<file path="src/sv/owm_pkg.sv">
// owm_pkg: shared types and constants for the 1-wire bus master timing block
// no dependencies; used by owm_core and onewire_master_timing
package owm_pkg;

    // request kinds carried on s_tuser
    localparam int KIND_W = 2;
    localparam logic [KIND_W-1:0] KIND_TICK  = 2'd0;
    localparam logic [KIND_W-1:0] KIND_RESET = 2'd1;
    localparam logic [KIND_W-1:0] KIND_READ  = 2'd2;
    localparam logic [KIND_W-1:0] KIND_WRITE = 2'd3;

    // field widths
    localparam int COUNT_W = 7;
    localparam int DATA_W  = 64;
    localparam int SLOT_W  = 10;

    // input tdata layout: bit_count, write_data, line_in
    localparam int S_TDATA_W = 72;
    // output tdata layout: drive_low, busy_res, done_res, presence, read_data, rejected
    localparam int M_TDATA_W = 72;

    // slot timing in microseconds
    localparam logic [SLOT_W-1:0] RST_LOW      = 10'd500;
    localparam logic [SLOT_W-1:0] RST_SAMPLE   = 10'd580;
    localparam logic [SLOT_W-1:0] RST_END      = 10'd1000;
    localparam logic [SLOT_W-1:0] RD_LOW       = 10'd3;
    localparam logic [SLOT_W-1:0] RD_SAMPLE    = 10'd13;
    localparam logic [SLOT_W-1:0] RD_END       = 10'd66;
    localparam logic [SLOT_W-1:0] WR1_LOW      = 10'd10;
    localparam logic [SLOT_W-1:0] WR1_END      = 10'd65;
    localparam logic [SLOT_W-1:0] WR0_LOW      = 10'd65;
    localparam logic [SLOT_W-1:0] WR0_END      = 10'd70;

    // one result item
    typedef struct packed {
        logic              rejected;
        logic [DATA_W-1:0] read_data;
        logic              presence;
        logic              done_res;
        logic              busy_res;
        logic              drive_low;
    } result_t;

endpackage

</file>
<file path="src/sv/onewire_master_timing.sv">
// onewire_master_timing: 1-wire bus master line timing, top level
// depends on owm_pkg and owm_core
// a request is held in the input register, then its result is written into the result register that drives m_tdata
// throughput: one request per cycle while m_tready is high; the input register and the result register
// let a new request enter while a finished result waits for m_tready
// reset: synchronous on aresetn low; both stages empty, bus state idle, all flags clear
module onewire_master_timing #(
    parameter int MAX_BITS = 64
) (
    input  logic                            aclk,
    input  logic                            aresetn,
    input  logic                            s_tvalid,
    output logic                            s_tready,
    // [6:0] bit_count, [70:7] write_data, [71] line_in
    input  logic [owm_pkg::S_TDATA_W-1:0]   s_tdata,
    // [1:0] kind
    input  logic [owm_pkg::KIND_W-1:0]      s_tuser,
    output logic                            m_tvalid,
    input  logic                            m_tready,
    // [0] drive_low, [1] busy_res, [2] done_res, [3] presence,
    // [67:4] read_data, [68] rejected, [71:69] zero
    output logic [owm_pkg::M_TDATA_W-1:0]   m_tdata
);

    logic                            in_valid_reg, in_valid_next;
    logic [owm_pkg::S_TDATA_W-1:0]   in_data_reg;
    logic [owm_pkg::KIND_W-1:0]      in_kind_reg;
    logic                            out_valid_reg, out_valid_next;
    owm_pkg::result_t                out_res_reg;
    owm_pkg::result_t                res_next;
    logic                            s_accept;
    logic                            advance;

    // handshake between the two stages
    assign advance  = in_valid_reg && (!out_valid_reg || m_tready);
    assign s_tready = !in_valid_reg || advance;
    assign s_accept = s_tvalid && s_tready;

    always_comb begin
        in_valid_next  = s_accept ? 1'b1 : (advance ? 1'b0 : in_valid_reg);
        out_valid_next = advance ? 1'b1 : (m_tready ? 1'b0 : out_valid_reg);
    end

    // step logic and bus state
    owm_core #(
        .MAX_BITS (MAX_BITS)
    ) u_core (
        .aclk       (aclk),
        .aresetn    (aresetn),
        .step_en    (advance),
        .kind       (in_kind_reg),
        .bit_count  (in_data_reg[6:0]),
        .write_data (in_data_reg[70:7]),
        .line_in    (in_data_reg[71]),
        .res_next   (res_next)
    );

    // stage valid flags
    always_ff @(posedge aclk) begin
        if (!aresetn) begin
            in_valid_reg  <= 1'b0;
            out_valid_reg <= 1'b0;
        end else begin
            in_valid_reg  <= in_valid_next;
            out_valid_reg <= out_valid_next;
        end
    end

    // payload registers
    always_ff @(posedge aclk) begin
        if (s_accept) begin
            in_data_reg <= s_tdata;
            in_kind_reg <= s_tuser;
        end
        if (advance) begin
            out_res_reg <= res_next;
        end
    end

    assign m_tvalid = out_valid_reg;
    assign m_tdata  = owm_pkg::M_TDATA_W'(out_res_reg);

endmodule

</file>
<file path="src/sv/owm_core.sv">
// owm_core: bus master state and the per-item step logic
// depends on owm_pkg; instantiated by onewire_master_timing
module owm_core #(
    parameter int MAX_BITS = 64
) (
    input  logic                          aclk,
    input  logic                          aresetn,
    input  logic                          step_en,
    input  logic [owm_pkg::KIND_W-1:0]    kind,
    input  logic [owm_pkg::COUNT_W-1:0]   bit_count,
    input  logic [owm_pkg::DATA_W-1:0]    write_data,
    input  logic                          line_in,
    output owm_pkg::result_t              res_next
);

    localparam int CNT_W = $clog2(MAX_BITS + 1);
    localparam int POS_W = (MAX_BITS > 1) ? $clog2(MAX_BITS) : 1;

    typedef enum logic [1:0] {
        PH_IDLE  = 2'd0,
        PH_RESET = 2'd1,
        PH_READ  = 2'd2,
        PH_WRITE = 2'd3
    } phase_t;

    phase_t                     phase_reg, phase_next;
    logic [owm_pkg::SLOT_W-1:0] slot_time_reg, slot_time_next;
    logic [CNT_W-1:0]           bits_left_reg, bits_left_next;
    logic [POS_W-1:0]           bit_position_reg, bit_position_next;
    logic [MAX_BITS-1:0]        send_shift_reg, send_shift_next;
    logic [MAX_BITS-1:0]        read_gather_reg, read_gather_next;
    logic                       presence_reg, presence_next;

    logic [owm_pkg::COUNT_W-1:0] count_sat;
    logic [owm_pkg::SLOT_W-1:0]  slot_inc;
    logic [owm_pkg::SLOT_W-1:0]  wr_end;
    logic                        slot_over;
    logic                        done;
    logic                        rej;
    logic                        drive;

    // saturate the bit count
    assign count_sat = (bit_count > owm_pkg::COUNT_W'(MAX_BITS))
                     ? owm_pkg::COUNT_W'(MAX_BITS) : bit_count;
    assign slot_inc  = slot_time_reg + owm_pkg::SLOT_W'(1);
    assign wr_end    = send_shift_reg[0] ? owm_pkg::WR1_END : owm_pkg::WR0_END;

    // next state for one request
    always_comb begin
        phase_next        = phase_reg;
        slot_time_next    = slot_time_reg;
        bits_left_next    = bits_left_reg;
        bit_position_next = bit_position_reg;
        send_shift_next   = send_shift_reg;
        read_gather_next  = read_gather_reg;
        presence_next     = presence_reg;
        done              = 1'b0;
        rej               = 1'b0;
        slot_over         = 1'b0;

        if (kind != owm_pkg::KIND_TICK) begin
            // commands start only from idle
            if (phase_reg != PH_IDLE) begin
                rej = 1'b1;
            end else if (kind == owm_pkg::KIND_RESET) begin
                phase_next     = PH_RESET;
                slot_time_next = '0;
                presence_next  = 1'b0;
            end else begin
                if (kind == owm_pkg::KIND_READ) begin
                    read_gather_next = '0;
                end
                if (count_sat == '0) begin
                    done = 1'b1;
                end else begin
                    phase_next        = (kind == owm_pkg::KIND_READ) ? PH_READ : PH_WRITE;
                    slot_time_next    = '0;
                    bits_left_next    = CNT_W'(count_sat);
                    bit_position_next = '0;
                    send_shift_next   = (kind == owm_pkg::KIND_WRITE)
                                      ? write_data[MAX_BITS-1:0] : '0;
                end
            end
        end else begin
            // microsecond tick advances the slot
            unique case (phase_reg)
                PH_RESET: begin
                    slot_time_next = slot_inc;
                    if (slot_inc == owm_pkg::RST_SAMPLE) begin
                        presence_next = ~line_in;
                    end
                    if (slot_inc >= owm_pkg::RST_END) begin
                        phase_next     = PH_IDLE;
                        slot_time_next = '0;
                        done           = 1'b1;
                    end
                end
                PH_READ: begin
                    slot_time_next = slot_inc;
                    if (slot_inc == owm_pkg::RD_SAMPLE && line_in) begin
                        read_gather_next[bit_position_reg] = 1'b1;
                    end
                    slot_over = (slot_inc >= owm_pkg::RD_END);
                end
                PH_WRITE: begin
                    slot_time_next = slot_inc;
                    if (slot_inc >= wr_end) begin
                        send_shift_next = send_shift_reg >> 1;
                        slot_over       = 1'b1;
                    end
                end
                default: begin
                end
            endcase

            // end of a bit slot
            if (slot_over) begin
                bits_left_next    = bits_left_reg - CNT_W'(1);
                bit_position_next = bit_position_reg + POS_W'(1);
                slot_time_next    = '0;
                if (bits_left_next == '0) begin
                    phase_next = PH_IDLE;
                    done       = 1'b1;
                end
            end
        end
    end

    // line drive during the following microsecond
    always_comb begin
        unique case (phase_next)
            PH_RESET: drive = (slot_time_next < owm_pkg::RST_LOW);
            PH_READ:  drive = (slot_time_next < owm_pkg::RD_LOW);
            PH_WRITE: drive = (slot_time_next < (send_shift_next[0] ? owm_pkg::WR1_LOW
                                                                    : owm_pkg::WR0_LOW));
            default:  drive = 1'b0;
        endcase
    end

    // result built from the updated state
    always_comb begin
        res_next.drive_low = drive;
        res_next.busy_res  = (phase_next != PH_IDLE);
        res_next.done_res  = done;
        res_next.presence  = presence_next;
        res_next.read_data = owm_pkg::DATA_W'(read_gather_next);
        res_next.rejected  = rej;
    end

    // state registers
    always_ff @(posedge aclk) begin
        if (!aresetn) begin
            phase_reg        <= PH_IDLE;
            slot_time_reg    <= '0;
            bits_left_reg    <= '0;
            bit_position_reg <= '0;
            send_shift_reg   <= '0;
            read_gather_reg  <= '0;
            presence_reg     <= 1'b0;
        end else if (step_en) begin
            phase_reg        <= phase_next;
            slot_time_reg    <= slot_time_next;
            bits_left_reg    <= bits_left_next;
            bit_position_reg <= bit_position_next;
            send_shift_reg   <= send_shift_next;
            read_gather_reg  <= read_gather_next;
            presence_reg     <= presence_next;
        end
    end

endmodule

</file>
<file path="config.mk">
export PLATFORM = sky130hd
export DESIGN_NAME = onewire_master_timing
export DESIGN_NICKNAME = d
export VERILOG_FILES = /design/src/sv/owm_pkg.sv /design/src/sv/onewire_master_timing.sv /design/src/sv/owm_core.sv
export SDC_FILE = /design/constraint.sdc
export NUM_CORES = 1
export LEC_CHECK = 0
export ABC_CLOCK_PERIOD_IN_PS = 4000
export BUFFER_PORTS_ARGS = -buffer_cell sky130_fd_sc_hd__buf_2
export CAP_MARGIN = 20
export CORE_MARGIN = 1
export CORE_UTILIZATION = 45
export CTS_CLUSTER_SIZE = 16
export DETAILED_ROUTE_END_ITERATION = 16
export GPL_TIMING_DRIVEN = 0
export PLACE_DENSITY = 0.71
export SLEW_MARGIN = 20
export SYNTH_ARGS = -nofsm -noshare
export SYNTH_HDL_FRONTEND = slang
export SYNTH_SLANG_ARGS = --single-unit
</file>
<file path="constraint.sdc">
create_clock -name aclk -period 4 [get_ports aclk]
set_input_delay 0.8 -clock aclk [delete_from_list [all_inputs] [get_ports aclk]]
set_output_delay 0.8 -clock aclk [all_outputs]
set_load 0.03 [all_outputs]
</file>
==> out/results.ini <==
[placed_design]
place_worst_setup_slack_ps = -711
place.gp.congestion = 0.901
detailed_place_hpwl_um = 21500
portBuffers = 147

[final_layout]
layout-area-overhead-vs-synth_pct = 20.3
largest_reg_flops = 72
final_nets = 1464
post_route_cells_drive_above_1_share_pct = 17.6
layout_common_cells = dfxtp_1 (154), buf_2 (152), nor2_1 (144)
antenna-diode-count = 0
most_frequent_standard_cell_in_the_layout_excluding_fill_and_tap_cells = dfxtp_1

[grt]
global_route_wire_length_before_repair_um = 49700
grt_start_max_net_pins = 58
grt-ovfl-total = 0
first_global_vias = 9512
grt_use_total_pct = 21.6
number_of_antenna_violations_at_the_first_check_in_global_routing = 0

[route]
dr.first_iter.drc_count = 955
route.vias.total = 9998
via_per_inst = 5.63
drt_first_pass_iters = 6
drt-wirelength-per-cell_um = 17.6
detail-route-antenna-nets = 0
routed_wl_um = 31300
drcViolationCount = 0

[synth]
postSynth.asyncResetShare_pct = 0
post_synth_num_cell_types = 65
postSynthAreaPerCell_um2 = 10.7
synth_edf_count = 143
ys_seq_area_share_pct = 58.2
synthesis.area_um2 = 12700
synth_ff_type = dfxtp_1
synth-warning-count = 0
synth_seq_cells = 299
synthesis.instances = 1186

[pwr]
p_int_mw = 5.66
power_density_nw_per_um2 = 480
leakage_nw = 6.43
p_comb_share_pct = 8.9
seq_power_share_pct = 47.0
netSwitchingPower_mw = 1.70
share_clk_of_total_power_pct = 44.1
worst_ir_drop_vdd_mv = 0.413
power_switching_share_pct = 23.1

[setup_path]
cpLargestDelayFamily = compound AO/OA/AOI/OAI gates
cp-start-kind = register
cp_data_arrival_time_ps = 4230
worst_path_most_repeated_cell = ha_1
critPathRequiredTime_ps = 4310
crit_path_top_delay_cell = o311a_1
timing.setup.critical_path_class = reg -> reg
maximum_net_fanout_on_the_critical_path = 5
critical_path.cell_chain = buf_6 -> inv_2 -> ha_4 -> ha_1 -> nor2b_1 -> o211a_1 -> o311a_1 -> buf_4 -> o31a_1 -> a22oi_1 -> a21boi_2 -> inv_1 -> ha_1 -> nand3_1 -> a21oi_1 -> nor4_1 -> a22o_1
path_buf_inv = 4
cpPeakStageDelay_ps = 380
timing.critical_path.to_type = register

[cts]
cts-root-buf = clkbuf_16
tritoncts_clock_tree = built
clkSlewWorstSetupHoldPaths_ps = 60
cts_buffer_depth = 3
cts_sinks = 299
cts_made_buffers = 31
worstSkewPairLatency_ps = 560
cts_max_level = 1

[floorplan]
design.die.area_um2 = 29000
design.portCount = 152
placement_row_count = 61
die_wd_um = 170
die_h_um = 170
initial_core_util_pct = 45.8
core_region_area_um2 = 27800

[timing]
timing.final.setup_violations = 0
layout_min_cycle_time_ps = 3920
fin_crit_sh_pct = 98.0
skew_ps = 14.4
timing.hold.ws_ps = 409
timing_max_transition_violations_final = 0
hold_viol_final = 0
tightest_slew_ps = 828
setup_tns_ps = 0
grt_setup_unrepaired = true
achievable-frequency_ghz = 0.255
setup_slack_ps = 80.2
worst_slew_slack_as_a_fraction_of_its_limit_pct = 44.8

[outcome]
outcome = completed

[flow_run]
timing.max_cap.violations = 0

[hold_path]
hp-class = in -> reg

==> final cells by class <==
cell class	instances	area, um^2
buffer	97	432
clock buffer	39	898
clock inverter	19	285
fill	2483	12500
inverter	12	45.0
multi-input combinational	779	4940
sequential	299	7420
tap	378	473
timing repair buffer	154	828
==> logic make-up (layout without fill, tap and decap cells) <==
family	Yosys count	count (layout)	share of synthesized area, %
buf+inv	110	321	3.61
xor+xnor	13	13	0.894
compound gates	311	311	19.0
other cells	1	3	0.0294
flops	299	299	58.2
fa+ha+maj	12	12	1.18
mux	2	2	0.157
simple gates	438	438	16.9
==> power by group through the flow <==
stage / Sequential (mW) / Clock [mW] / Combinational, mW
finish: 3.46 / 3.25 / 0.653
CTS: 3.46 / 3.31 / 0.651
floorplan: 3.58 / 0 / 0.362
global route: 3.47 / 3.43 / 0.716
detailed placement: 3.52 / 0 / 0.642
global placement: 3.52 / 0 / 0.620
==> metrics by stage <==
stage	area (um^2)	utilization (%)	power, mW	instances
2_1_floorplan	12700	-	3.94	1188
3_3_place_gp	14000	50.2	4.14	1713
3_5_place_dp	14000	50.4	4.16	1715
4_1_cts	15300	55.1	7.41	1777
5_1_grt	15300	55.2	7.62	1777
6_report	15300	55.2	7.36	1777
==> synthesized netlist by cell type (all sizes together), types with 2 or more instances <==
library cell	number	area, um^2
a221o	63	631
a31oi	4	25.0
a32o	2	20.0
and4	2	17.5
a21oi	18	90.1
ha	12	150
nor3	12	60.1
and2	9	56.3
nand3	30	150
a22oi	8	60.1
or3	5	31.3
nand2b	4	25.0
mux2i	2	20.0
nand4	6	43.8
inv	12	45.0
a21boi	13	97.6
nand3b	4	30.0
and3	6	42.5
edfxtp	143	4290
clkbuf	82	308
xnor2	8	70.1
nor2	145	544
dfxtp	156	3120
nand4b	3	26.3
nor4	5	31.3
o21a	4	30.0
xor2	5	43.8
nand2	116	435
or4	2	15.0
a22o	4	35.0
buf	16	106
nor2b	23	144
o21ai	95	475
or2	5	31.3
a32oi	2	17.5
o31a	2	17.5
o2111ai	2	17.5
o211a	73	731
o211ai	4	35.0
o31ai	5	37.5
nor3b	58	435
o21bai	2	15.0
==> path summary, 6_finish.rpt <==
check	slack, ps	from	cells after the start	end
max	80	u_core.slot_time_reg[0]$_SDFFE_PN0P_	17	m_tdata[0]$_DFFE_PP_
min	410	s_tdata[56]	1	in_data_reg[56]$_DFFE_PP_
max reg2reg	80	u_core.slot_time_reg[0]$_SDFFE_PN0P_	17	m_tdata[0]$_DFFE_PP_
min reg2reg	460	u_core.read_gather_reg[47]$_SDFFE_PN0P_	2	u_core.read_gather_reg[47]$_SDFFE_PN0P_
==> what timing repair did <==
action | in CTS | in global routing
endpoints found under the setup margin | 62 | 61
hold buffers | 0 | 0
cloned | 0 | 0
pin swaps | 3 | 6
buffers inserted | 4 | 1
resized for setup | 17 | 10
==> routing by layer <==
| layer | wire length (um) | global-route usage (%) | part of all wire, % | vias up |
|---|---|---|---|---|
| li1 | - | - | - | 4760 |
| met1 | 14200 | 29.7 | 45 | 4840 |
| met2 | 14600 | 35.5 | 47 | 347 |
| met3 | 1940 | 3.16 | 6.2 | 51 |
| met4 | 631 | 5.60 | 2.0 | 0 |
| met5 | 0 | 0 | 0 | - |
Power figures use the tool's default switching activity.
